## src/rtl/core/s3f_pkg.sv

```systemverilog
package s3f_pkg;

    // Field widths of the stream words
    localparam int MODE_W   = 2;
    localparam int SLOT_W   = 6;
    localparam int KEY_W    = 64;
    localparam int SIZE_W   = 32;
    localparam int WANT_W   = 40;
    localparam int FILES_W  = 7;
    localparam int TOTAL_W  = 38;
    localparam int SHARE_W  = 7;
    localparam int FREQ_W   = 2;
    localparam int META_W   = FREQ_W + 1;
    localparam int IN_DATA_W  = 152;
    localparam int OUT_DATA_W = 8;

    // Bit positions inside the input tdata
    localparam int SLOT_LSB = 0;
    localparam int KEY_LSB  = SLOT_LSB + SLOT_W;
    localparam int SIZE_LSB = KEY_LSB + KEY_W;
    localparam int WB_LSB   = SIZE_LSB + SIZE_W;
    localparam int WF_LSB   = WB_LSB + WANT_W;

    // Limits and reset values
    localparam logic [FILES_W-1:0] RESULT_CAP = 7'd64;
    localparam logic [SHARE_W-1:0] SHARE_RST  = 7'd10;
    localparam logic [FREQ_W-1:0]  FREQ_RST   = 2'd3;
    localparam logic [6:0]         PERCENT    = 7'd100;

    // Configuration register indexes
    localparam logic CFG_SHARE   = 1'b0;
    localparam logic CFG_MAXFREQ = 1'b1;

    typedef enum logic [1:0] {
        MODE_INSERT = 2'd0,
        MODE_ACCESS = 2'd1,
        MODE_ERASE  = 2'd2,
        MODE_EVICT  = 2'd3
    } t_mode;

    // Frequency written with a queue push
    typedef enum logic [1:0] {
        PF_ZERO = 2'd0,
        PF_KEEP = 2'd1,
        PF_DEC  = 2'd2
    } t_pf;

    typedef struct packed {
        logic latch;
        logic ins_wr;
        logic acc_wr;
        logic unlink;
        logic sub_rd;
        logic clr_valid;
        logic main_sub;
        logic mult;
        logic sel_s;
        logic push;
        logic push_add;
        logic push2;
        t_pf  pf;
        logic q_main;
        logic g_clr;
        logic g_inc;
        logic g_rd1;
        logic g_copy;
        logic g_rm_fin;
        logic g_add;
        logic g_pop;
        logic victim;
        logic emit_fin;
    } t_cmd;

    typedef struct packed {
        t_mode mode;
        logic  slot_ok;
        logic  vld;
        logic  rd_in_main;
        logic  g_end;
        logic  g_more;
        logic  g_hit;
        logic  g_over;
        logic  ev_go;
        logic  small_nz;
        logic  main_nz;
        logic  small_ge;
        logic  sf_nz;
        logic  pend;
        logic  out_free;
    } t_sts;

endpackage

```

## src/rtl/core/s3f_ctrl.sv

```systemverilog
module s3f_ctrl (
    input  logic          i_clk,
    input  logic          i_rst_n,
    input  logic          i_in_valid,
    output logic          o_in_ready,
    input  s3f_pkg::t_sts i_sts,
    output s3f_pkg::t_cmd o_cmd
);
    import s3f_pkg::*;

    typedef enum logic [21:0] {
        ST_IDLE    = 22'h000001,
        ST_DEC     = 22'h000002,
        ST_INS_WR  = 22'h000004,
        ST_GF_RD   = 22'h000008,
        ST_GF_CK   = 22'h000010,
        ST_GR_RD   = 22'h000020,
        ST_GR_WR   = 22'h000040,
        ST_PUSH    = 22'h000080,
        ST_PUSH2   = 22'h000100,
        ST_ACC_RD  = 22'h000200,
        ST_ACC_WR  = 22'h000400,
        ST_ER_RD   = 22'h000800,
        ST_ER_UNL  = 22'h001000,
        ST_EV_CHK  = 22'h002000,
        ST_EV_SEL  = 22'h004000,
        ST_EV_RD   = 22'h008000,
        ST_EV_UNL  = 22'h010000,
        ST_EV_DEC  = 22'h020000,
        ST_EV_VIC  = 22'h040000,
        ST_GA_WR   = 22'h080000,
        ST_GA_TRIM = 22'h100000,
        ST_EV_FIN  = 22'h200000
    } t_state;

    t_state r_state, n_state;
    logic   r_small, n_small;
    logic   r_pmain, n_pmain;
    logic   ins;

    assign o_in_ready = (r_state == ST_IDLE);
    assign ins        = (i_sts.mode == MODE_INSERT);

    // Sequence one request through the datapath
    always_comb begin
        n_state = r_state;
        n_small = r_small;
        n_pmain = r_pmain;
        o_cmd   = '0;
        case (r_state)
            ST_IDLE: begin
                if (i_in_valid) begin
                    o_cmd.latch = 1'b1;
                    n_state     = ST_DEC;
                end
            end
            ST_DEC: begin
                case (i_sts.mode)
                    MODE_INSERT: n_state = (i_sts.slot_ok && !i_sts.vld) ? ST_INS_WR : ST_IDLE;
                    MODE_ACCESS: n_state = (i_sts.slot_ok && i_sts.vld) ? ST_ACC_RD : ST_IDLE;
                    MODE_ERASE:  n_state = (i_sts.slot_ok && i_sts.vld) ? ST_ER_RD : ST_IDLE;
                    default:     n_state = ST_EV_CHK;
                endcase
            end
            ST_INS_WR: begin
                o_cmd.ins_wr = 1'b1;
                o_cmd.g_clr  = 1'b1;
                n_state      = ST_GF_RD;
            end
            ST_GF_RD: begin
                if (i_sts.g_end) begin
                    n_pmain = 1'b0;
                    n_state = ins ? ST_PUSH : ST_GA_WR;
                end else begin
                    n_state = ST_GF_CK;
                end
            end
            ST_GF_CK: begin
                if (i_sts.g_hit) begin
                    n_state = ins ? ST_GR_RD : ST_EV_CHK;
                end else begin
                    o_cmd.g_inc = 1'b1;
                    n_state     = ST_GF_RD;
                end
            end
            ST_GR_RD: begin
                o_cmd.g_rd1 = 1'b1;
                if (i_sts.g_more) begin
                    n_state = ST_GR_WR;
                end else begin
                    o_cmd.g_rm_fin = 1'b1;
                    n_pmain        = 1'b1;
                    n_state        = ST_PUSH;
                end
            end
            ST_GR_WR: begin
                o_cmd.g_copy = 1'b1;
                n_state      = ST_GR_RD;
            end
            ST_PUSH: begin
                o_cmd.push   = 1'b1;
                o_cmd.q_main = r_pmain;
                if (ins) begin
                    o_cmd.pf       = PF_ZERO;
                    o_cmd.push_add = 1'b1;
                end else begin
                    o_cmd.pf       = r_small ? PF_KEEP : PF_DEC;
                    o_cmd.push_add = r_small;
                end
                n_state = ST_PUSH2;
            end
            ST_PUSH2: begin
                o_cmd.push2 = 1'b1;
                n_state     = ins ? ST_IDLE : ST_EV_CHK;
            end
            ST_ACC_RD: n_state = ST_ACC_WR;
            ST_ACC_WR: begin
                o_cmd.acc_wr = 1'b1;
                n_state      = ST_IDLE;
            end
            ST_ER_RD: n_state = ST_ER_UNL;
            ST_ER_UNL: begin
                o_cmd.unlink    = 1'b1;
                o_cmd.q_main    = i_sts.rd_in_main;
                o_cmd.sub_rd    = 1'b1;
                o_cmd.clr_valid = 1'b1;
                n_state         = ST_IDLE;
            end
            ST_EV_CHK: begin
                if (i_sts.ev_go) begin
                    o_cmd.mult = 1'b1;
                    n_state    = ST_EV_SEL;
                end else begin
                    n_state = ST_EV_FIN;
                end
            end
            ST_EV_SEL: begin
                n_small = (i_sts.small_nz && i_sts.small_ge) || !i_sts.main_nz;
                o_cmd.sel_s  = 1'b1;
                o_cmd.q_main = !n_small;
                n_state      = ST_EV_RD;
            end
            ST_EV_RD: n_state = ST_EV_UNL;
            ST_EV_UNL: begin
                o_cmd.unlink = 1'b1;
                o_cmd.q_main = !r_small;
                o_cmd.sub_rd = r_small;
                n_state      = ST_EV_DEC;
            end
            ST_EV_DEC: begin
                if (i_sts.sf_nz) begin
                    n_pmain = 1'b1;
                    n_state = ST_PUSH;
                end else begin
                    o_cmd.clr_valid = 1'b1;
                    o_cmd.main_sub  = !r_small;
                    n_state         = ST_EV_VIC;
                end
            end
            ST_EV_VIC: begin
                // hold while the previous victim cannot leave
                if (!i_sts.pend || i_sts.out_free) begin
                    o_cmd.victim = 1'b1;
                    o_cmd.g_clr  = r_small;
                    n_state      = r_small ? ST_GF_RD : ST_EV_CHK;
                end
            end
            ST_GA_WR: begin
                o_cmd.g_add = 1'b1;
                n_state     = ST_GA_TRIM;
            end
            ST_GA_TRIM: begin
                if (i_sts.g_over) begin
                    o_cmd.g_pop = 1'b1;
                end else begin
                    n_state = ST_EV_CHK;
                end
            end
            ST_EV_FIN: begin
                if (i_sts.out_free) begin
                    o_cmd.emit_fin = 1'b1;
                    n_state        = ST_IDLE;
                end
            end
            default: n_state = ST_IDLE;
        endcase
    end

    always_ff @(posedge i_clk) begin
        if (!i_rst_n) begin
            r_state <= ST_IDLE;
            r_small <= 1'b0;
            r_pmain <= 1'b0;
        end else begin
            r_state <= n_state;
            r_small <= n_small;
            r_pmain <= n_pmain;
        end
    end

`ifndef ASSERT_OFF
    a_emit_free: assert property (@(posedge i_clk) disable iff (!i_rst_n)
        (o_cmd.emit_fin || (o_cmd.victim && i_sts.pend)) |-> i_sts.out_free)
        else $error("result loaded while output busy");
    a_accept_dec: assert property (@(posedge i_clk) disable iff (!i_rst_n)
        (i_in_valid && o_in_ready) |=> (r_state == ST_DEC))
        else $error("accepted word not decoded");
`endif

endmodule

```

## config.mk

```make
export PLATFORM = sky130hd
export DESIGN_NAME = s3f_ctrl
export DESIGN_NICKNAME = d
export VERILOG_FILES = /design/src/rtl/core/s3f_pkg.sv /design/src/rtl/core/s3f_ctrl.sv
export SDC_FILE = /design/constraint.sdc
export NUM_CORES = 1
export LEC_CHECK = 0
export ABC_CLOCK_PERIOD_IN_PS = 3150
export BUFFER_PORTS_ARGS = -buffer_cell sky130_fd_sc_hd__buf_4
export CAP_MARGIN = 20
export CORE_MARGIN = 2
export CORE_UTILIZATION = 54
export CTS_BUF_LIST = sky130_fd_sc_hd__clkbuf_4
export DETAILED_ROUTE_END_ITERATION = 8
export PLACE_DENSITY = 0.82
export SLEW_MARGIN = 0
export SYNTH_ARGS = -nofsm -noshare
export SYNTH_HDL_FRONTEND = slang
export SYNTH_SLANG_ARGS = --single-unit
```

## constraint.sdc

```tcl
create_clock -name i_clk -period 3.15 [get_ports i_clk]
set_input_delay 0.315 -clock i_clk [delete_from_list [all_inputs] [get_ports i_clk]]
set_output_delay 0.315 -clock i_clk [all_outputs]
set_load 0.02 [all_outputs]
```

==> impl_metrics.toml <==
[placement]
io_buffers = 43
placedInstanceArea_um2 = 1970
hpwl_um = 3530
routabilityCongestion = 0.969

[route]
drtIter0Drc = 166
ant_nets = 0
vias = 1772
via_per_inst = 6.35
wirelength_um = 4550
routedWlPerCell_um = 16.3
firstDrtPassIters = 4
drc = 0

[global_route]
grt_pass1_wl_um = 7650
grt_pass1_vias = 1605
grt_max_degree = 15
grt-ovfl-total = 0
grt_use_total_pct = 29.1
antenna_found_initial = 0

[floorplanning]
rows = 19
start_util_pct = 57.2
dieArea_um2 = 3390
pin_count = 44
die_y_um = 58.3
core_area_um2 = 2780
chipWidth_um = 58.3

[sta]
hold_viol = 0
fin_crit_sh_pct = 93.5
rsz0062_at_grt = "false"
max_freq_mhz = 339
setup_violations = 0
fin_crit_ps = 2950
worst_pin_slew_ps = 683
maxSlewHeadroom_pct = 54.3
setup_tns_ps = 0
final_max_slew_viol_count = 0
finalClockSkew_ps = 0.804

[synthesis]
synth-async-reset-ratio_pct = 0
syn_area_um2 = 1590
seq_area_frac_synth_pct = 30.2
synth-seq-cells = 24
synthesis.nets = 221
yosysMostFrequentCell = "dfxtp_1"
syn_area_per_cell_um2 = 7.87
yosysTopAreaCell = "dfxtp_1"
yosysUniqueCellTypes = 47
syn_inst = 202
synth_edf_count = 0
synth_common_cells = "24 x dfxtp_1, 21 x nor2_1, 17 x nor4_1"
ys_top_cells_by_area = "dfxtp_1 30%, nor4_1 6.7%, nor2_1 5.0%, nor3_1 3.8%, nand2_1 3.8%"
synth_top_flop_cell = "dfxtp_1"
yosysWarningCount = 0
synth_top_area_share_pct = 30.2

[clocking]
clock_path_buffers = 2
cts_buffers = 3
cts_setup_buffers = 0
tritoncts = "done"
root_buffer = "clkbuf_4"
holdBufCountCts = 0
clock-sinks = 24
cts_resized = 0
clk_latency_ps = 320
htreeDepth = 1
clk_pin_slew_ps = 140

[finish]
fin_area_um2 = 2030
area_growth_pct = 27.7
post-route-util_pct = 73.0
diodes = 0
drive_gt1_share_pct = 28.6
final_net_count = 268

[run_status]
status = "finished, final reports clean"

[setup_path]
path_class = "reg2out"
startpoint_type = "flip-flop"
worstPathArrival_ps = 2630
crit_fanout = 7
required_ps = 2830
crit_path_end_kind = "output pin"

[power]
power_density_nw_per_um2 = 385
cellLeakagePower_nw = 0.844
irDropWorstVdd_uv = 408

[job]
drv_cap = 0

[hold_path]
min_path_type = "in2reg"
[layer usage]
layer	wire length [um]	part of all wire [%]	GRT usage [%]	vias to the layer above
li1	-	-	-	860
met4	61	1.3	7.64	0
met2	2120	47	47.4	80
met1	2040	45	40.2	826
met5	0	0	0	-
met3	326	7.2	4.46	6
[area by class of cell]
type / count / area [um2]
multi-input cells: 158 / 1040
flip-flops and latches: 24 / 480
clock buffers: 3 / 22.5
clock inverters: 1 / 30.0
repair buffers: 49 / 368
inverters: 13 / 48.8
well taps: 31 / 38.8
fillers: 245 / 751
[path summary, 6_finish.rpt]
kind	start	end	slack [ps]	depth (start not counted)
hold reg to reg	r_pmain$_SDFFE_PN0P_	r_pmain$_SDFFE_PN0P_	480	2
setup reg to reg	r_state[8]$_SDFFE_PN0P_	r_state[13]$_SDFFE_PN0P_	540	6
setup / recovery	r_state[8]$_SDFFE_PN0P_	o_cmd[9]	200	6
hold / removal	i_sts[12]	r_state[2]$_SDFFE_PN0P_	150	2
[per-stage QoR]
| stage | power, mW | hold slack (ps) | worst slack (ps) | instances |
|---|---|---|---|---|
| 6_report | 0.781 | 155 | 204 | 279 |
| 5_1_grt | 0.824 | 147 | 20.6 | 279 |
| 4_1_cts | 0.776 | 154 | 104 | 279 |
| 3_5_place_dp | 0.554 | 463 | 504 | 275 |
| 3_3_place_gp | 0.550 | 472 | 539 | 275 |
| 2_1_floorplan | 0.478 | 392 | 283 | 202 |
[placed cells by master, fill, tap and decap left out, types with 6 or more instances in the layout]
master    n
buf_4    49
dfxtp_1  24
inv_1    13
nand2_1  16
nor2_1   21
nor3_1   12
nor3b_1   6
nor4_1   16
[flip-flops by register name, summed over array words and instances, names as in the netlist]
| register | cells |
|---|---|
| r_small | 1 |
| r_state | 22 |
| r_pmain | 1 |
[power by group]
group,switching [mW],internal (mW)
Combinational,0.130,0.0942
Sequential,0.0151,0.313
Clock,0.100,0.129
[critical path, cell delays in order (launching register included)]
cell,delay (ps)
dfxtp_1,390
or4_4,600
or3_1,400
nor3_1,310
nand3b_1,230
o211ai_1,210
buf_4,170
[cell families after synthesis]
family | count (synthesis) | synth area share, %
simple gates | 123 | 47.4
xor+xnor | 6 | 3.30
buf+inv | 20 | 5.04
flops | 24 | 30.2
compound gates | 29 | 14.0
No activity file was read; power rests on OpenSTA's default activity.
